===== src/hw/rtl/reply_frame_angle_parser_defines.svh =====
// Assertion macros for the reply frame angle parser.
// Included by the top level; no other dependencies.
`ifndef REPLY_FRAME_ANGLE_PARSER_DEFINES_SVH
`define REPLY_FRAME_ANGLE_PARSER_DEFINES_SVH

// Same-cycle implication, disabled while in reset.
`define RFAP_ASSERT_NOW(lbl, clk, rstn, ante, cons) \
  lbl: assert property (@(posedge clk) disable iff (!rstn) (ante) |-> (cons)) \
    else $error("rfap check failed");

// Next-cycle implication, disabled while in reset.
`define RFAP_ASSERT_NEXT(lbl, clk, rstn, ante, cons) \
  lbl: assert property (@(posedge clk) disable iff (!rstn) (ante) |=> (cons)) \
    else $error("rfap check failed");

`endif


===== src/hw/rtl/rfap_pkg.sv =====
// Shared types and constants for the reply frame angle parser.
// No dependencies.
package rfap_pkg;

  localparam logic [7:0]  FRAME_START = 8'h3E;
  localparam logic [7:0]  CMD_RESET   = 8'h94;
  // 360 degrees * 900 counts: positions at or above this are out of range
  localparam logic [31:0] INR_LIMIT   = 32'd324000;
  // floor(q / 225) == (q * DIV_RECIP) >> DIV_SHIFT for q < 81000
  localparam logic [17:0] DIV_RECIP   = 18'd149131;
  localparam int          DIV_SHIFT   = 25;
  localparam logic [8:0]  HALF_TURN   = 9'd180;
  localparam logic [9:0]  FULL_TURN   = 10'd360;

  typedef enum logic [9:0] {
    PH_HUNT = 10'b00_0000_0001,
    PH_CMD  = 10'b00_0000_0010,
    PH_HDR2 = 10'b00_0000_0100,
    PH_HDR3 = 10'b00_0000_1000,
    PH_HSUM = 10'b00_0001_0000,
    PH_D0   = 10'b00_0010_0000,
    PH_D1   = 10'b00_0100_0000,
    PH_D2   = 10'b00_1000_0000,
    PH_D3   = 10'b01_0000_0000,
    PH_DSUM = 10'b10_0000_0000
  } phase_t;

  // Good frame leaving the parser.
  typedef struct packed {
    logic        vld;
    logic [31:0] pos;
    logic        inr;
  } frame_t;

  // Frame with its whole-degree count.
  typedef struct packed {
    logic        vld;
    logic [31:0] pos;
    logic        inr;
    logic [8:0]  deg;
  } deg_t;

endpackage


===== src/hw/rtl/rfap_frame_fsm.sv =====
// Byte-level frame hunter: header match, checksums, position assembly.
// Depends on rfap_pkg.
module rfap_frame_fsm (
  input  logic              clk,
  input  logic              rst_n,
  input  logic              cfg_wr_en,
  input  logic [7:0]        cfg_wr_data,
  input  logic              byte_acc,
  input  logic [7:0]        rx_byte,
  output rfap_pkg::frame_t  frm
);

  rfap_pkg::phase_t phase_r, phase_nxt;
  logic [7:0]  cmd_r;
  logic [7:0]  hsum_r, hsum_nxt;
  logic [7:0]  dsum_r, dsum_nxt;
  logic [31:0] pos_r, pos_nxt;
  logic        good;

  always_ff @(posedge clk) begin
    if (!rst_n) begin
      cmd_r   <= rfap_pkg::CMD_RESET;
      phase_r <= rfap_pkg::PH_HUNT;
    end else begin
      if (cfg_wr_en) begin
        cmd_r <= cfg_wr_data;
      end
      phase_r <= phase_nxt;
    end
  end

  always_ff @(posedge clk) begin
    hsum_r <= hsum_nxt;
    dsum_r <= dsum_nxt;
    pos_r  <= pos_nxt;
  end

  always_comb begin
    phase_nxt = phase_r;
    hsum_nxt  = hsum_r;
    dsum_nxt  = dsum_r;
    pos_nxt   = pos_r;
    good      = 1'b0;
    if (byte_acc) begin
      unique case (phase_r)
        rfap_pkg::PH_CMD: begin
          if (rx_byte == cmd_r) begin
            hsum_nxt  = hsum_r + rx_byte;
            phase_nxt = rfap_pkg::PH_HDR2;
          end else begin
            // wrong command byte: retest it as a frame start
            hsum_nxt  = rx_byte;
            phase_nxt = (rx_byte == rfap_pkg::FRAME_START) ? rfap_pkg::PH_CMD
                                                          : rfap_pkg::PH_HUNT;
          end
        end
        rfap_pkg::PH_HDR2: begin
          hsum_nxt  = hsum_r + rx_byte;
          phase_nxt = rfap_pkg::PH_HDR3;
        end
        rfap_pkg::PH_HDR3: begin
          hsum_nxt  = hsum_r + rx_byte;
          phase_nxt = rfap_pkg::PH_HSUM;
        end
        rfap_pkg::PH_HSUM: begin
          dsum_nxt  = '0;
          pos_nxt   = '0;
          phase_nxt = (rx_byte == hsum_r) ? rfap_pkg::PH_D0 : rfap_pkg::PH_HUNT;
        end
        rfap_pkg::PH_D0: begin
          dsum_nxt  = dsum_r + rx_byte;
          pos_nxt   = {rx_byte, pos_r[31:8]};
          phase_nxt = rfap_pkg::PH_D1;
        end
        rfap_pkg::PH_D1: begin
          dsum_nxt  = dsum_r + rx_byte;
          pos_nxt   = {rx_byte, pos_r[31:8]};
          phase_nxt = rfap_pkg::PH_D2;
        end
        rfap_pkg::PH_D2: begin
          dsum_nxt  = dsum_r + rx_byte;
          pos_nxt   = {rx_byte, pos_r[31:8]};
          phase_nxt = rfap_pkg::PH_D3;
        end
        rfap_pkg::PH_D3: begin
          dsum_nxt  = dsum_r + rx_byte;
          pos_nxt   = {rx_byte, pos_r[31:8]};
          phase_nxt = rfap_pkg::PH_DSUM;
        end
        rfap_pkg::PH_DSUM: begin
          good      = (rx_byte == dsum_r);
          phase_nxt = rfap_pkg::PH_HUNT;
        end
        default: begin
          hsum_nxt  = rx_byte;
          phase_nxt = (rx_byte == rfap_pkg::FRAME_START) ? rfap_pkg::PH_CMD
                                                        : rfap_pkg::PH_HUNT;
        end
      endcase
    end
  end

  assign frm.vld = good;
  assign frm.pos = pos_r;
  assign frm.inr = (pos_r < rfap_pkg::INR_LIMIT);

endmodule


===== src/hw/rtl/rfap_deg_div.sv =====
// Two-stage divide of the position count by 900 (shift, then reciprocal).
// Depends on rfap_pkg.
module rfap_deg_div (
  input  logic              clk,
  input  logic              rst_n,
  input  logic              adv,
  input  rfap_pkg::frame_t  frm,
  output logic              s1_adv,
  output logic              s1_vld,
  output rfap_pkg::deg_t    dq
);

  logic        s1_vld_r;
  logic [31:0] s1_pos_r;
  logic        s1_inr_r;
  logic        s2_vld_r;
  logic [31:0] s2_pos_r;
  logic        s2_inr_r;
  logic [8:0]  s2_deg_r;
  logic        s2_adv;
  logic [16:0] quarter;
  logic [34:0] prod;

  // a stage loads when it is empty or its contents move on
  assign s2_adv = !s2_vld_r || adv;
  assign s1_adv = !s1_vld_r || s2_adv;

  // position < 324000 when in range, so bits 18:2 hold pos/4 exactly
  assign quarter = s1_pos_r[18:2];
  assign prod    = {18'd0, quarter} * {17'd0, rfap_pkg::DIV_RECIP};

  always_ff @(posedge clk) begin
    if (!rst_n) begin
      s1_vld_r <= 1'b0;
      s2_vld_r <= 1'b0;
    end else begin
      if (s1_adv) begin
        s1_vld_r <= frm.vld;
      end
      if (s2_adv) begin
        s2_vld_r <= s1_vld_r;
      end
    end
  end

  always_ff @(posedge clk) begin
    if (s1_adv) begin
      s1_pos_r <= frm.pos;
      s1_inr_r <= frm.inr;
    end
    if (s2_adv) begin
      s2_pos_r <= s1_pos_r;
      s2_inr_r <= s1_inr_r;
      s2_deg_r <= prod[rfap_pkg::DIV_SHIFT +: 9];
    end
  end

  assign s1_vld = s1_vld_r;
  assign dq.vld = s2_vld_r;
  assign dq.pos = s2_pos_r;
  assign dq.inr = s2_inr_r;
  assign dq.deg = s2_deg_r;

endmodule


===== src/hw/rtl/rfap_angle_map.sv =====
// Degree-to-angle mapping, held angle and the result register.
// Depends on rfap_pkg.
module rfap_angle_map (
  input  logic              clk,
  input  logic              rst_n,
  input  logic              adv,
  input  rfap_pkg::deg_t    dq,
  output logic              out_valid,
  output logic [31:0]       out_raw_position,
  output logic signed [8:0] out_angle_deg,
  output logic              out_in_range,
  output logic signed [8:0] held_angle
);

  logic              vld_r;
  logic [31:0]       pos_r;
  logic signed [8:0] ang_r;
  logic              inr_r;
  logic signed [8:0] held_r, held_nxt;
  logic [8:0]        mapped;

  always_comb begin
    if (dq.deg <= rfap_pkg::HALF_TURN) begin
      mapped = 9'd0 - dq.deg;
    end else begin
      mapped = 9'(rfap_pkg::FULL_TURN - {1'b0, dq.deg});
    end
    held_nxt = (dq.vld && dq.inr) ? $signed(mapped) : held_r;
  end

  always_ff @(posedge clk) begin
    if (!rst_n) begin
      vld_r  <= 1'b0;
      held_r <= '0;
    end else if (adv) begin
      vld_r  <= dq.vld;
      held_r <= held_nxt;
    end
  end

  always_ff @(posedge clk) begin
    if (adv) begin
      pos_r <= dq.pos;
      ang_r <= held_nxt;
      inr_r <= dq.inr;
    end
  end

  assign out_valid        = vld_r;
  assign out_raw_position = pos_r;
  assign out_angle_deg    = ang_r;
  assign out_in_range     = inr_r;
  assign held_angle       = held_r;

endmodule


===== src/hw/rtl/reply_frame_angle_parser.sv =====
// Top level of the reply frame angle parser: byte hunter, divide pipe, angle map.
// Depends on rfap_pkg, rfap_frame_fsm, rfap_deg_div, rfap_angle_map and the defines header.
//
//   channel | ports                                          | direction
//   --------+------------------------------------------------+----------
//   input   | in_valid, in_stall, in_rx_byte                 | in (request of one byte)
//   result  | out_valid, out_stall, out_raw_position,        | out (request per good frame)
//           | out_angle_deg, out_in_range                    |
//   config  | cfg_wr_en, cfg_wr_data (reply command code)    | in
//
// One byte is taken every cycle unless in_stall is high. The edge that takes a good
// frame's data checksum byte loads stage 1; stage 2 (reciprocal multiply by 1/225 on
// pos/4) loads after it and the result register after that, which raises out_valid.
// rst_n is synchronous: parser hunts, held angle is 0, command code is 0x94.
// Each stage moves when the one after it is empty or moving, so in_stall is high only
// while stage 1, stage 2 and the result register all hold frames and out_stall is high.

`include "reply_frame_angle_parser_defines.svh"

module reply_frame_angle_parser (
  input  logic              clk,
  input  logic              rst_n,
  input  logic              cfg_wr_en,
  input  logic [7:0]        cfg_wr_data,
  input  logic              in_valid,
  output logic              in_stall,
  input  logic [7:0]        in_rx_byte,
  output logic              out_valid,
  input  logic              out_stall,
  output logic [31:0]       out_raw_position,
  output logic signed [8:0] out_angle_deg,
  output logic              out_in_range
);

  logic              adv;       // result register loads this cycle
  logic              s1_adv;    // stage 1 loads this cycle
  logic              byte_acc;  // input request taken
  rfap_pkg::frame_t  frm;
  rfap_pkg::deg_t    dq;
  logic              s1_vld;
  logic signed [8:0] held_angle;

  // Result register loads unless a finished result sits unclaimed.
  assign adv      = !out_valid || !out_stall;
  assign in_stall = !s1_adv;
  assign byte_acc = in_valid && s1_adv;

  rfap_frame_fsm u_fsm (
    .clk         (clk),
    .rst_n       (rst_n),
    .cfg_wr_en   (cfg_wr_en),
    .cfg_wr_data (cfg_wr_data),
    .byte_acc    (byte_acc),
    .rx_byte     (in_rx_byte),
    .frm         (frm)
  );

  rfap_deg_div u_div (
    .clk    (clk),
    .rst_n  (rst_n),
    .adv    (adv),
    .frm    (frm),
    .s1_adv (s1_adv),
    .s1_vld (s1_vld),
    .dq     (dq)
  );

  rfap_angle_map u_map (
    .clk              (clk),
    .rst_n            (rst_n),
    .adv              (adv),
    .dq               (dq),
    .out_valid        (out_valid),
    .out_raw_position (out_raw_position),
    .out_angle_deg    (out_angle_deg),
    .out_in_range     (out_in_range),
    .held_angle       (held_angle)
  );

  // A good frame always enters stage 1.
  `RFAP_ASSERT_NEXT(a_frame_enters, clk, rst_n, frm.vld && byte_acc, s1_vld)
  // A new result comes only from stage 2.
  `RFAP_ASSERT_NOW(a_out_from_s2, clk, rst_n, $rose(out_valid), $past(dq.vld))
  // The reported angle is the held angle.
  `RFAP_ASSERT_NOW(a_out_is_held, clk, rst_n, out_valid, out_angle_deg == held_angle)
  // Angle stays within a half turn either way.
  `RFAP_ASSERT_NOW(a_angle_span, clk, rst_n, out_valid,
                   out_angle_deg >= -9'sd180 && out_angle_deg <= 9'sd179)

endmodule


===== config.mk =====
export PLATFORM = sky130hd
export DESIGN_NAME = reply_frame_angle_parser
export DESIGN_NICKNAME = d
export VERILOG_FILES = /design/src/hw/rtl/rfap_pkg.sv /design/src/hw/rtl/rfap_frame_fsm.sv /design/src/hw/rtl/rfap_deg_div.sv /design/src/hw/rtl/rfap_angle_map.sv /design/src/hw/rtl/reply_frame_angle_parser.sv
export VERILOG_INCLUDE_DIRS = /design/src /design/src/hw/rtl
export SDC_FILE = /design/constraint.sdc
export NUM_CORES = 1
export LEC_CHECK = 0
export ABC_AREA = 1
export BUFFER_PORTS_ARGS = -buffer_cell sky130_fd_sc_hd__buf_4
export CAP_MARGIN = 25
export CORE_MARGIN = 5
export CORE_UTILIZATION = 40
export DETAILED_ROUTE_END_ITERATION = 7
export GPL_TIMING_DRIVEN = 0
export PLACE_DENSITY_LB_ADDON = 0.3
export RECOVER_POWER = 100
export SYNTH_ARGS = -nofsm -noshare
export SYNTH_HDL_FRONTEND = slang
export SYNTH_HIERARCHICAL = 1
export SYNTH_SLANG_ARGS = --single-unit

===== constraint.sdc =====
create_clock -name clk -period 7.2 [get_ports clk]
set_input_delay 0 -clock clk [delete_from_list [all_inputs] [get_ports clk]]
set_output_delay 0 -clock clk [all_outputs]
set_load 0.02 [all_outputs]

### Word level (Yosys, flattened, before mapping)

Cells that the tools add are included.

| word-level totals | value |
|---|---|
| input port bits | 21 |
| bits in registers | 195 |
| word-level logic and storage cells | 66 |

| operators by class | value |
|---|---|
| bitwise logic cells | 1 |
| reduce and logical (&&, ||, !) cells | 16 |
| magnitude comparators | 2 |
| multiplexer cells | 12 |
| equal/unequal tests | 13 |
| multipliers | 1 |
| add/sub/neg operators | 4 |

Operator list:

| operator | count |
|---|---|
| $pmux W10 S9 | 1 |
| $pmux W32 S2 | 1 |
| $mul A17 B18 Y34 const B | 1 |
| $lt A32 B19 Y1 const B | 1 |
| $eq A8 B8 Y1 | 3 |
| $pmux W8 S3 | 1 |
| $mux W9 | 2 |
| $add A8 B8 Y8 | 2 |
| $pmux W8 S2 | 1 |
| $eq A10 B10 Y1 const B | 1 |
| $eq A10 B2 Y1 const B | 1 |
| $eq A10 B3 Y1 const B | 1 |
| $eq A10 B4 Y1 const B | 1 |
| $eq A10 B5 Y1 const B | 1 |
| $eq A10 B6 Y1 const B | 1 |
| $eq A10 B7 Y1 const B | 1 |
| $eq A10 B8 Y1 const B | 1 |
| $eq A10 B9 Y1 const B | 1 |
| $mux W10 | 1 |
| $le A9 B8 Y1 const B | 1 |
| $sub A1 B9 Y9 const A | 1 |
| $sub A9 B9 Y9 const A | 1 |
| $eq A8 B6 Y1 const B | 1 |
| $mux W8 | 1 |
| other kinds (12) | 21 |

### Logic depth before layout (Yosys ltp)

Gate-level depths: netlist of the first run.

| logic depth | value |
|---|---|
| depth after elaboration | 6 |
| depth in mapped cells | 23 |

### By module

The synthesis of the first run kept the hierarchy.

By module, submodules not included:

| module | cells an instance | area each (um^2) | instances |
|---|---|---|---|
| rfap_deg_div | 763 | 7522.2 | 1 |
| rfap_frame_fsm | 408 | 3570.9 | 1 |
| rfap_angle_map | 197 | 2198.4 | 1 |
| reply_frame_angle_parser | 4 | 15.0 | 1 |

### Worst setup path after synthesis of the first run

No wires, ideal clock.

| timing | value |
|---|---|
| path kind | register to register |
| start point | register u_map.vld_r, in the netlist u_map/out_valid |
| end point | register u_fsm.dsum_r[0], enable pin |
| cell stages (with the launch flop) | 8 |
| setup time | 0.451 ns |
| path buffers | 0 |
| arrival | 4.876 ns |
| path slack | 1.874 ns |
| required time | 6.749 ns |
| period minus slack after synthesis | 5.326 ns |
| cell sequence | dfxtp_1 > nand2_1 > inv_1 > nand3_1 > nand2_1 > inv_1 > clkinv_1 > a21oi_1 |

| between the ends | value |
|---|---|
| cells in the longest elaborated chain, start to end | 6 |

RTL lines:

| what | RTL line | text |
|---|---|---|
| start: declaration | rfap_angle_map.sv:15 | `logic vld_r;` |
| start signal: assignment | rfap_angle_map.sv:36 | `vld_r <= dq.vld;` |
| $logic_not A1 Y1 | reply_frame_angle_parser.sv:44 | `assign adv = !out_valid \|\| !out_stall;` |
| $logic_or A1 B1 Y1 | reply_frame_angle_parser.sv:44 |  |
| via adv | reply_frame_angle_parser.sv:35 | `logic adv;` |
| $logic_or A1 B1 Y1 | rfap_deg_div.sv:25 | `assign s2_adv = !s2_vld_r \|\| adv;` |
| $logic_or A1 B1 Y1 | rfap_deg_div.sv:26 | `assign s1_adv = !s1_vld_r \|\| s2_adv;` |
| via s1_adv | reply_frame_angle_parser.sv:36 | `logic s1_adv;` |
| $logic_and A1 B1 Y1 | reply_frame_angle_parser.sv:46 | `assign byte_acc = in_valid && s1_adv;` |
| via byte_acc | reply_frame_angle_parser.sv:37 | `logic byte_acc;` |
| $reduce_and A2 Y1 (no source line) | n/a |  |
| end signal: assignment | rfap_frame_fsm.sv:34 | `dsum_r <= dsum_nxt;` |
| end: declaration | rfap_frame_fsm.sv:16 | `logic [7:0] dsum_r, dsum_nxt;` |

The timed path passes the listed nets, and every way through them passes these cells.
A chain may end at the register's enable or synchronous reset.

### Final worst setup path of the first run

| timing | value |
|---|---|
| start point | register u_map.vld_r, in the netlist u_map/out_valid |
| end point | register u_fsm.pos_r[8], enable pin |

| between the ends | value |
|---|---|
| cells in the longest elaborated chain, start to end | 6 |

RTL lines:

| what | RTL line | text |
|---|---|---|
| $logic_not A1 Y1 | reply_frame_angle_parser.sv:44 |  |
| $logic_or A1 B1 Y1 | reply_frame_angle_parser.sv:44 |  |
| via adv | reply_frame_angle_parser.sv:35 |  |
| $logic_or A1 B1 Y1 | rfap_deg_div.sv:25 |  |
| $logic_or A1 B1 Y1 | rfap_deg_div.sv:26 |  |
| via s1_adv | reply_frame_angle_parser.sv:36 |  |
| $logic_and A1 B1 Y1 | reply_frame_angle_parser.sv:46 |  |
| via byte_acc | reply_frame_angle_parser.sv:37 |  |
| $reduce_and A2 Y1 (no source line) | n/a |  |
| end signal: assignment | rfap_frame_fsm.sv:35 | `pos_r <= pos_nxt;` |
| end: declaration | rfap_frame_fsm.sv:17 | `logic [31:0] pos_r, pos_nxt;` |

The timed path passes the listed nets, and every way through them passes these cells.

==> results of run 1 <==
[layer usage]
metal | up-vias | wire length (um) | track usage [%]
met3 | 36 | 1280 | 3.09
met1 | 4247 | 13300 | 22.0
li1 | 4641 | - | -
met4 | 0 | 498 | 4.03
met5 | - | 0 | 0
met2 | 187 | 12400 | 24.1
[synthesized netlist by cell type (4+ instances only)]
cell	n	area share (%)
sky130_fd_sc_hd__a21oi_1	57	2.1
sky130_fd_sc_hd__a31oi_1	4	0.19
sky130_fd_sc_hd__dfxtp_1	30	4.5
sky130_fd_sc_hd__edfxtp_1	165	37
sky130_fd_sc_hd__fa_1	70	11
sky130_fd_sc_hd__ha_1	173	16
sky130_fd_sc_hd__inv_1	294	8.3
sky130_fd_sc_hd__inv_2	7	0.20
sky130_fd_sc_hd__nand2_1	228	6.4
sky130_fd_sc_hd__nand2_2	10	0.47
sky130_fd_sc_hd__nand3_1	46	1.7
sky130_fd_sc_hd__nand3_2	6	0.45
sky130_fd_sc_hd__nand3b_1	5	0.28
sky130_fd_sc_hd__nand4_1	13	0.61
sky130_fd_sc_hd__nor2_1	125	3.5
sky130_fd_sc_hd__nor2_2	10	0.47
sky130_fd_sc_hd__nor3_1	8	0.30
sky130_fd_sc_hd__nor4_1	6	0.28
sky130_fd_sc_hd__o21ai_0	35	1.3
sky130_fd_sc_hd__o21ai_1	8	0.30
sky130_fd_sc_hd__o21ai_2	5	0.33
sky130_fd_sc_hd__o21bai_1	6	0.34
sky130_fd_sc_hd__xnor2_1	11	0.72
sky130_fd_sc_hd__xor2_1	6	0.39
[per-stage QoR]
stage | hold WS [ns] | worst slack (ns) | std cells | utilization, % | area (um2)
floorplan | 0.126 | 1.87 | 1372 | - | 13300
global placement | 0.210 | -0.224 | 1877 | 43.8 | 14300
detailed placement | 0.216 | 1.91 | 1882 | 44.2 | 14500
CTS | 0.00197 | 1.86 | 1936 | 46.7 | 15300
global route | 0.0387 | 1.03 | 1936 | 45.7 | 14900
finish | 0.00115 | 1.55 | 1936 | 45.7 | 14900
[critical path, cell delays in order (launching register included)]
cell and delay (ns):
sky130_fd_sc_hd__dfxtp_1 0.33, sky130_fd_sc_hd__nand2_1 0.70, sky130_fd_sc_hd__clkbuf_1 1.29, sky130_fd_sc_hd__inv_1 0.17, sky130_fd_sc_hd__nand3_1 0.46, sky130_fd_sc_hd__buf_12 0.27, sky130_fd_sc_hd__nand2_1 0.07, sky130_fd_sc_hd__inv_1 0.13
sky130_fd_sc_hd__clkinv_1 0.30, sky130_fd_sc_hd__a21oi_4 0.64, sky130_fd_sc_hd__clkbuf_1 0.86
[sequential cells by signal (all words and copies together), names as in the netlist, 9 cells and up]
signal and flops:
u_map/out_angle_deg 9, u_map/held_angle 9, u_fsm/phase_r 10, u_fsm/pos_r 32, u_map/out_raw_position 32, u_div/s2_deg_r 9, u_div/s1_pos_r 32, u_div/s2_pos_r 32
[what timing repair did]
item,4_1_cts,5_1_grt
endpoints found under the setup margin,0,0
hold buffers,23,0
hold endpoints to repair,23,0
[power by group through the flow]
stage | clock network (mW) | logic, mW | registers (mW)
finish | 0.966 | 0.387 | 1.25
global route | 1.04 | 0.448 | 1.25
CTS | 0.992 | 0.397 | 1.25
detailed placement | 0 | 0.383 | 1.27
global placement | 0 | 0.379 | 1.27
floorplan | 0 | 0.285 | 1.27
[cell families (layout without fill, tap and decap cells)]
| logic type | count (synthesis) | after routing | share of synthesized area [%] |
|---|---|---|---|
| adders and majority gates | 243 | 243 | 26.8 |
| xor gates and xnor gates | 17 | 17 | 1.12 |
| and+or+nand+nor | 475 | 475 | 15.8 |
| DFF | 195 | 195 | 41.7 |
| buffers and inverters | 317 | 439 | 9.31 |
| AOI/OAI and AO/OA | 125 | 125 | 5.26 |
[final cells by class]
type	instances	area, um2	share of cell area, %
buffer	12	60.1	0.402
clock inverter	13	171	1.15
multi-input combinational	860	6460	43.2
inverter	305	1150	7.68
timing repair buffer	91	569	3.81
clock buffer	18	429	2.87
tap	442	553	3.70
sequential	195	5560	37.2
[worst paths after layout]
check / startpoint / endpoint / slack [ns] / cells after the start
max: u_map/out_valid / u_fsm/pos_r[8] / 1.55 / 10
min: in_rx_byte[1] / u_fsm/pos_r[25] / 0.001 / 3
max reg2reg: u_map/out_valid / u_fsm/pos_r[8] / 1.55 / 10
min reg2reg: u_div/s1_pos_r[23] / u_div/s2_pos_r[23] / 0.42 / 0
==> results.md, run 1 <==
| Parameter | Reported |
|:---|:---|
| Sequential-to-total area share from yosys stat | 41.7% |
| Crit path capture type | register |
| Maximum number of pins on one net before global-route repair | 31 |
| Number of buffers inserted by post-CTS setup repair | 0 |
| Iter 0 DRT Violations | 478 |
| Worst Setup Start Kind | register |
| Data arrival time of the critical path | 5.70 ns |
| Fillcell total | 3,225 |
| Via count | 9,111 |
| Clock network power share | 37.2% |
| DRC Markers | 0 |
| Total power of the final layout | 2.60 mW |
| Mapped Avg Cell Area | 9.70 um2 |
| Number of distinct standard cells referenced by the synthesized netlist | 49 |
| Total routed wirelength | 27,500 um |
| Io pins | 65 |
| Fraction of final layout cells sized beyond drive strength 1 | 5.96% |
| Number of buffers created by CTS | 17 |
| Number of antenna violations at the first check in global routing | 0 |
| Post-synthesis to final-layout area growth | 12.3% |
| Switching power share of the total | 26.8% |
| Root Buffer | sky130_fd_sc_hd__clkbuf_16 |
| Routed len/inst | 14.2 um |
| Setup violations, final | 0 |
| Initial core utilization | 40.7% |
| Min-delay worst type | in2reg |
| Clock Sinks | 195 |
| Vias/cell | 4.71 |
| Leakage power summed over all cells | 7.25 nW |
| Die Height | 192 um |
| Total half-perimeter wirelength after legalization and detailed placement | 21,900 um |
| Cell internal pwr | 1.90 mW |
| Share of the cycle needed by the critical path after routing | 78.5% |
| Worst Max-Slew Pin Slew | 1.70 ns |
| RSZ-0062 raised after global routing | false |
| Setup clock skew after layout | 0.0188 ns |
| Total die area | 0.0370 mm2 |
| Worst max-slew margin expressed relative to the limit | -13.5% |
| Required @ worst endpoint | 7.26 ns |
| Final Hold Violating Endpoints | 0 |
| Row count | 66 |
| Number of input and output port buffers inserted | 63 |
| Clock H-tree levels | 4 |
| Antenna Cells | 0 |
| Aggregate negative setup slack | 0 ns |
| Yosys Warn Count | 6 |
| Floorplan core area | 0.0327 mm2 |
| Final weighted congestion of routability-driven global placement | 0.892 |
| Commonest cells after routing, fill and taps aside | sky130_fd_sc_hd__inv_1, sky130_fd_sc_hd__nand2_1, sky130_fd_sc_hd__ha_1, sky130_fd_sc_hd__edfxtp_1, sky130_fd_sc_hd__nor2_1 |
| Outcome | finished, violations left |
| Synthesized cell area | 0.0133 mm2 |
| Number of synthesized register bits | 195 |
| Antenna viol nets, final | 0 |
| Net Count, Synth | 1,636 |
| Violated checks | max-capacitance violations, max-slew violations |
| Combinational fraction of design power | 14.9% |
| Switching pwr | 0.697 mW |
| Number of iterations in the first detailed-routing pass | 5 |
| Cells after Synth | 1,372 |
| Grt total ovfl | 0 |
| Max-cap viol count | 2 |
| Number of nets at the end of the flow | 1,746 |
| All-layer global routing usage | 15.4% |
| Critical path class | reg2reg |
| Maximum clock path buffer count | 2 |
| Clock transition at the registers of the reported paths | 0.08 ns |
| Power share of the sequential group | 47.9% |
| Leading cell type in the layout, fill and taps excluded | sky130_fd_sc_hd__inv_1 |
| Worst-path maximum fanout | 30 |
| Final-report max-slew violation count | 58 |
| Number of gates resized after CTS | 0 |
| Wire length of the first global-routing pass | 45,000 um |
| Most frequently used flop master after synthesis | sky130_fd_sc_hd__edfxtp_1 |
| Power per unit of standard cell area | 174 mW/mm2 |
| Proportion of register bits with asynchronous set or reset after synthesis | 0% |
| Timing-limited maximum frequency | 0.177 GHz |
| VDD IR max | 0.147 mV |
| Via count of the first global-routing pass | 9,077 |
| Clock tree from TritonCTS | done |
| Fin crit period | 5.65 ns |
| Worst-Skew Late Latency | 0.44 ns |
| Number of synthesized flops with an enable pin | 165 |
| Die boundary width | 192 um |
Power figures use the tool's default switching activity.
==> run 2, diff against run 1 <==
==> constraint.sdc (replaced) <==
create_clock -name clk -period 5 [get_ports clk]
set_input_delay 0 -clock clk [delete_from_list [all_inputs] [get_ports clk]]
set_output_delay 0 -clock clk [all_outputs]
set_load 0.02 [all_outputs]
==> run 2 against run 1 <==
- the run now ends clean
- register-to-register slack lost 1.4 ns
- maximum frequency grew 17%
- clock skew shrank 0.0052 ns
- die area is the same
- first-iteration DRC count grew 15%
- sequential cell count is the same
- via count grew 2.3%
- wire length grew 3.7%
- combinational power grew 64%
- sequential share of layout area shrank 1.1 points
- critical path depth grew 8
- largest power group unchanged
==> results.md, run 2 (synthesized netlist as in run 1, its figures left out) <==
| Parameter | Reported | Delta |
|:---|:---|:---|
| Setup violations, final | 0 | unchanged |
| Critical path class | reg2reg |  |
| Maximum clock path buffer count | 2 | unchanged |
| Power per unit of standard cell area | 246 mW/mm2 | +42% |
| Post-route cell area | 0.0154 mm2 | +3.1% |
| Floorplan core area | 0.0327 mm2 | unchanged |
| Worst-path maximum fanout | 3 | -90% |
| All-layer global routing usage | 16.0% | +0.63 points |
| Timing-limited maximum frequency | 0.207 GHz | +17% |
| DRC Markers | 0 | unchanged |
| Worst-Skew Late Latency | 0.44 ns | about the same |
| Worst Max-Slew Pin Slew | 1.24 ns | -0.463 ns |
| Hold path start | cfg_wr_en |  |
| Final weighted congestion of routability-driven global placement | 0.872 | -2.2% |
| Number of iterations in the first detailed-routing pass | 5 | unchanged |
| Instance area after placement | 0.0145 mm2 | +0.10% |
| Post-synthesis to final-layout area growth | 15.8% |  |
| Aggregate negative setup slack | 0 ns | unchanged |
| Required @ worst endpoint | 5.19 ns | -2.07 ns |
| Vias/cell | 4.75 | +0.86% |
| Total instance count after detailed placement | 1,882 | unchanged |
| Critical register-to-register path startpoint | u_div/s1_pos_r[8] |  |
| Via count | 9,322 | +2.3% |
| Fraction of final layout cells sized beyond drive strength 1 | 10.9% | +4.9 points |
| Worst-case reg-to-reg path depth | 18 | +8 |
| Data arrival time of the critical path | 5.01 ns | -0.69 ns |
| Number of buffers created by CTS | 17 | unchanged |
| VDD IR max | 0.235 mV | +59% |
| Area of the multi-input gates | 0.00671 mm2 | +3.9% |
| Final Instance Count excl. Fillers | 1,964 | +1.4% |
| Clock transition at the registers of the reported paths | 0.08 ns | about the same |
| Crit path capture type | register |  |
| Worst max-slew margin expressed relative to the limit | 17.4% | +31 points |
| Worst Setup Start Kind | register |  |
| Fillcell total | 3,138 | -2.7% |
| Min-delay worst type | in2reg |  |
| Share of the cycle needed by the critical path after routing | 96.4% | +18 points |
| Iter 0 DRT Violations | 551 | +15% |
| Leading cell type in the layout, fill and taps excluded | sky130_fd_sc_hd__inv_1 |  |
| Maximum number of pins on one net before global-route repair | 29 | -6.5% |
| Routed len/inst | 14.5 um | +2.3% |
| Via count of the first global-routing pass | 9,268 | +2.1% |
| Io pins | 65 | unchanged |
| Grt total ovfl | 0 | unchanged |
| Antenna viol nets, final | 0 | unchanged |
| Total routed wirelength | 28,500 um | +3.7% |
| Wire length of the first global-routing pass | 46,600 um | +3.5% |
| Min-Delay Path Depth | 3 | unchanged |
| Antenna Cells | 0 | unchanged |
| Commonest cells after routing, fill and taps aside | sky130_fd_sc_hd__inv_1, sky130_fd_sc_hd__nand2_1, sky130_fd_sc_hd__edfxtp_1, sky130_fd_sc_hd__ha_1, sky130_fd_sc_hd__nor2_1 |  |
| Initial core utilization | 40.7% | unchanged |
| Total die area | 0.0370 mm2 | unchanged |
| Clock Sinks | 195 | unchanged |
| Setup clock skew after layout | 0.0135 ns | -0.00524 ns |
| Fin crit period | 4.82 ns | -0.829 ns |
| Leakage power summed over all cells | 7.39 nW | +2.0% |
| Final Hold Violating Endpoints | 0 | unchanged |
| Reg-to-reg slack, setup | 0.18 ns | -1.37 ns |
| Number of antenna violations at the first check in global routing | 0 | unchanged |
| Number of input and output port buffers inserted | 63 | unchanged |
| Die Height | 192 um | unchanged |
| Share of the core filled with cells | 47.1% | +1.4 points |
| Number of nets at the end of the flow | 1,773 | +1.5% |
| Die boundary width | 192 um | unchanged |
| Clock H-tree levels | 4 | unchanged |
| Clock tree from TritonCTS | done |  |
| Root Buffer | sky130_fd_sc_hd__clkbuf_16 |  |
| Total half-perimeter wirelength after legalization and detailed placement | 22,000 um | +0.69% |
| Row count | 66 | unchanged |
| Capture instance of the worst register-to-register path | u_div/s2_deg_r[1] |  |
| Register area | 0.00556 mm2 | unchanged |
| Outcome | completed |  |
| Max-cap viol count | 0 | -2 |
| Hold Path Sink | u_fsm/cmd_r[0] |  |
| Final-report max-slew violation count | 0 | -100% |
## run 2: repair_timing
action | CTS | global route
endpoints found under the setup margin | 9 | 9
buffers inserted | 23 | 3
pin swaps | 3 | 11
hold buffers | 24 | 0
hold endpoints to repair | 26 | 0
resized for setup | 13 | 48
## run 2: metrics by stage
stage	hold slack, ns	power (mW)	setup WS (ns)
final	0.0269	3.79	0.181
after global placement	0.211	2.38	-1.15
after detailed placement	0.224	2.39	-0.386
after floorplan	0.126	2.24	0.224
after global routing	0.0582	4.00	-0.0118
after CTS	0.00388	3.80	0.00467
## run 2: cell type report
class / count / area share [%]
inverters: 305 / 7.45
well taps: 442 / 3.59
repair buffers: 118 / 5.01
flip-flops and latches: 195 / 36.1
clock buffers: 17 / 2.76
plain buffers: 12 / 0.438
multi-input cells: 860 / 43.5
clock inverters: 15 / 1.16
## run 2: worst max-delay path: stages (launching register included)
cell	delay [ns]
sky130_fd_sc_hd__edfxtp_1	0.52
sky130_fd_sc_hd__buf_6	0.19
sky130_fd_sc_hd__ha_1	0.18
sky130_fd_sc_hd__inv_2	0.07
sky130_fd_sc_hd__fa_1	0.43
sky130_fd_sc_hd__fa_1	0.51
sky130_fd_sc_hd__inv_1	0.06
sky130_fd_sc_hd__fa_1	0.48
sky130_fd_sc_hd__fa_1	0.50
sky130_fd_sc_hd__inv_1	0.06
sky130_fd_sc_hd__fa_1	0.53
sky130_fd_sc_hd__inv_1	0.06
sky130_fd_sc_hd__ha_4	0.30
sky130_fd_sc_hd__nand2_2	0.07
sky130_fd_sc_hd__nor2_2	0.12
sky130_fd_sc_hd__nand4_1	0.09
sky130_fd_sc_hd__or2_1	0.25
sky130_fd_sc_hd__nand3_2	0.09
sky130_fd_sc_hd__nand2_2	0.06
## run 2: how the worst max path moves through the flow
| stage | startpoint | to | slack, ns | cells past startpoint |
|---|---|---|---|---|
| after floorplan | u_div/s1_pos_r[17] | u_div/s2_deg_r[6] | 0.22 | 19 |
| after global placement | u_map/out_valid | u_fsm/pos_r[0] | -1.15 | 7 |
| after detailed placement | u_div/s1_pos_r[8] | u_div/s2_deg_r[6] | -0.39 | 19 |
| after CTS | u_div/s1_pos_r[17] | u_div/s2_deg_r[5] | 0.005 | 20 |
| after global routing | u_div/s1_pos_r[8] | u_div/s2_deg_r[4] | -0.01 | 22 |
| final | u_div/s1_pos_r[8] | u_div/s2_deg_r[1] | 0.18 | 18 |
## run 2: layer usage
metal / global-route usage [%] / vias up / wire (um) / share of wire, %
met5: 1.51 / - / 76 / 0.27
met4: 4.00 / 2 / 450 / 1.6
met3: 3.58 / 35 / 1330 / 4.7
met2: 25.8 / 163 / 13300 / 46
met1: 22.1 / 4413 / 13400 / 47
li1: - / 4709 / - / -
## run 2: report_power, final
part	switching [mW]	internal [mW]
clock	0.685	0.682
sequential	0.0187	1.77
combinational	0.388	0.246
total	1.09	2.70
==> run 3, diff against run 2 <==
--- a/config.mk
+++ b/config.mk
@@ -8,9 +8,8 @@
 export LEC_CHECK = 0
 export ABC_AREA = 1
 export BUFFER_PORTS_ARGS = -buffer_cell sky130_fd_sc_hd__buf_4
-export CAP_MARGIN = 25
 export CORE_MARGIN = 5
-export CORE_UTILIZATION = 40
+export CORE_UTILIZATION = 57
 export DETAILED_ROUTE_END_ITERATION = 7
 export GPL_TIMING_DRIVEN = 0
 export PLACE_DENSITY_LB_ADDON = 0.3
==> run 3 against run 2 <==
- the run now ends with negative hold slack left
- sequential share of layout area is 0.55 points lower
- clock power is essentially flat
- design area is 1.5% higher
- final cell count fell by 5.8%
- worst setup slack got worse by 0.060 ns
- sequential cell count unchanged
- register-to-register slack lost 0.06 ns
- critical path depth is 1 higher
- sequential power barely moved
- clock-buffer cell count did not move
- non-clock buffer count up 10
- largest power group unchanged
==> results.md, run 3 (synthesized netlist as in run 1, its figures left out) <==
| Parameter | Reported | Delta |
|:---|:---|:---|
| All-layer global routing usage | 21.6% | +5.5 points |
| Timing-limited maximum frequency | 0.205 GHz | -1.2% |
| Worst Setup Start Kind | register |  |
| Total length of routed met2 wires | 13,400 um | +1.4% |
| Grt total ovfl | 0 | unchanged |
| Violated checks | negative hold slack |  |
| Final weighted congestion of routability-driven global placement | 0.923 | +5.8% |
| Outcome | finished, violations left |  |
| Clock H-tree levels | 4 | unchanged |
| Wire length of the first global-routing pass | 45,500 um | -2.4% |
| Via count | 9,560 | +2.6% |
| Instance area after placement | 0.0143 mm2 | -1.1% |
| Worst hold slack across all endpoints | -0.00472 ns | -0.0316 ns |
| DR WL met3 | 1790 um | +34% |
| Worst-Skew Late Latency | 0.44 ns | about the same |
| Routed len/inst | 15.4 um | +5.9% |
| Area of the multi-input gates | 0.00679 mm2 | +1.2% |
| Register area | 0.00556 mm2 | unchanged |
| Leakage power summed over all cells | 7.64 nW | +3.4% |
| Worst Max-Slew Pin Slew | 0.642 ns | -0.598 ns |
| Initial core utilization | 57.2% | +17 points |
| Die Height | 163 um | -15% |
| Total half-perimeter wirelength after legalization and detailed placement | 20,400 um | -7.2% |
| Share of the cycle needed by the critical path after routing | 97.6% | +1.2 points |
| Setup violations, final | 0 | unchanged |
| Final Hold Violating Endpoints | 1 | +1 |
| Antenna viol nets, final | 0 | unchanged |
| Number of iterations in the first detailed-routing pass | 5 | unchanged |
| Clock tree from TritonCTS | done |  |
| Total die area | 0.0265 mm2 | -28% |
| Worst-path maximum fanout | 6 | +3 |
| Root Buffer | sky130_fd_sc_hd__clkbuf_16 |  |
| Required @ worst endpoint | 5.20 ns | about the same |
| Min-delay worst type | in2reg |  |
| Number of buffers created by CTS | 17 | unchanged |
| Post-synthesis to final-layout area growth | 17.6% |  |
| Number of input and output port buffers inserted | 63 | unchanged |
| DRC Markers | 0 | unchanged |
| Clock transition at the registers of the reported paths | 0.07 ns | about the same |
| Final-report max-slew violation count | 0 | unchanged |
| Leading cell type in the layout, fill and taps excluded | sky130_fd_sc_hd__inv_1 |  |
| Die boundary width | 163 um | -15% |
| Number of antenna violations at the first check in global routing | 0 | unchanged |
| Crit path capture type | register |  |
| Fraction of final layout cells sized beyond drive strength 1 | 15.0% | +4.1 points |
| Commonest cells after routing, fill and taps aside | sky130_fd_sc_hd__inv_1, sky130_fd_sc_hd__nand2_1, sky130_fd_sc_hd__edfxtp_1, sky130_fd_sc_hd__ha_1, sky130_fd_sc_hd__nor2_1 |  |
| Vias/cell | 5.16 | +8.8% |
| Reg-to-reg slack, setup | 0.12 ns | -0.06 ns |
| Row count | 56 | -15% |
| Power per unit of standard cell area | 244 mW/mm2 | -0.80% |
| Floorplan core area | 0.0233 mm2 | -29% |
| Maximum clock path buffer count | 2 | unchanged |
| Via count of the first global-routing pass | 9,325 | +0.62% |
| Clock Sinks | 195 | unchanged |
| Fin crit period | 4.88 ns | +0.0602 ns |
| Number of nets at the end of the flow | 1,783 | +0.56% |
| Fillcell total | 1,746 | -44% |
| WL met1 | 12,900 um | -4.1% |
| Iter 0 DRT Violations | 721 | +31% |
| Worst max-slew margin expressed relative to the limit | 57.0% | +40 points |
| Setup clock skew after layout | 0.0152 ns | +0.00169 ns |
| Critical path class | reg2reg |  |
| Post-route cell area | 0.0156 mm2 | +1.5% |
| Maximum number of pins on one net before global-route repair | 37 | +28% |
| VDD IR max | 0.209 mV | -11% |
| Data arrival time of the critical path | 5.08 ns | +0.07 ns |
| Total routed wirelength | 28,500 um | -0.18% |
| DR top layer | met4 |  |
| Io pins | 65 | unchanged |
| Max-cap viol count | 0 | unchanged |
| Antenna Cells | 0 | unchanged |
## run 3: cell types whose count changed in the layout (fill, tap and decap cells not counted), sizes merged
cell | before | now
clkinvlp | 3 | 0
clkbuf | 79 | 34
inv | 309 | 311
buf | 44 | 101
dlygate4sd3 | 24 | 22
clkinv | 8 | 9
## run 3: repair_timing
item,CTS,global route
pin swaps,5,22
setup endpoints to repair,9,9
setup buffers,14,24
hold buffers,22,0
gates resized for setup,13,38
endpoints found under the hold margin,22,0
## run 3: per-stage QoR
step	utilization, %	setup TNS [ns]	power, mW	cells	setup slack (ns)
floorplan	-	0	2.24	1372	0.224
global placement	61.0	-40.55	2.37	1754	-0.818
detailed placement	61.5	-2.80	2.38	1759	-0.395
CTS	65.8	0	3.78	1827	0.00486
global route	67.3	-0.0793	4.00	1851	-0.0481
finish	67.3	0	3.82	1851	0.120
## run 3: worst max-delay path: stages (launching register included)
cell	delay, ns
sky130_fd_sc_hd__edfxtp_1	0.59
sky130_fd_sc_hd__buf_6	0.21
sky130_fd_sc_hd__ha_1	0.33
sky130_fd_sc_hd__ha_1	0.16
sky130_fd_sc_hd__inv_1	0.05
sky130_fd_sc_hd__fa_1	0.48
sky130_fd_sc_hd__inv_1	0.05
sky130_fd_sc_hd__fa_1	0.48
sky130_fd_sc_hd__inv_1	0.05
sky130_fd_sc_hd__fa_1	0.49
sky130_fd_sc_hd__fa_1	0.55
sky130_fd_sc_hd__inv_1	0.04
sky130_fd_sc_hd__ha_1	0.34
sky130_fd_sc_hd__a21o_1	0.20
sky130_fd_sc_hd__a31oi_2	0.20
sky130_fd_sc_hd__nand3_1	0.13
sky130_fd_sc_hd__nand2_1	0.13
sky130_fd_sc_hd__nand2_1	0.07
sky130_fd_sc_hd__nand2_1	0.06
sky130_fd_sc_hd__nand2_1	0.04
## run 3: worst paths after layout
kind | cells past startpoint | from | endpoint
worst max register to register | 19 | u_div/s1_pos_r[5] | u_div/s2_deg_r[5]
worst min register to register | 0 | u_div/s2_pos_r[17] | u_map/out_raw_position[17]
worst min-delay path | 3 | in_rx_byte[7] | u_fsm/pos_r[31]
worst max-delay path | 19 | u_div/s1_pos_r[5] | u_div/s2_deg_r[5]
## run 3: area by class of cell
type / count / share of cell area [%]
multi-input cells: 860 / 43.4
flip-flops and latches: 195 / 35.5
inverters: 305 / 7.37
repair buffers: 128 / 6.74
clock buffers: 17 / 2.72
well taps: 319 / 2.55
clock inverters: 15 / 1.21
plain buffers: 12 / 0.528
## run 3: power by group
group	total (mW)	switching, mW	internal (mW)
clock network	1.39	0.699	0.687
registers	1.79	0.0208	1.77
logic	0.641	0.388	0.253
total	3.82	1.11	2.71
## run 3: metal layers
layer | GRT usage [%] | up-vias
li1 | - | 4723
met1 | 30.5 | 4503
met2 | 34.4 | 299
met3 | 4.56 | 35
met4 | 5.45 | 0
met5 | 0 | -
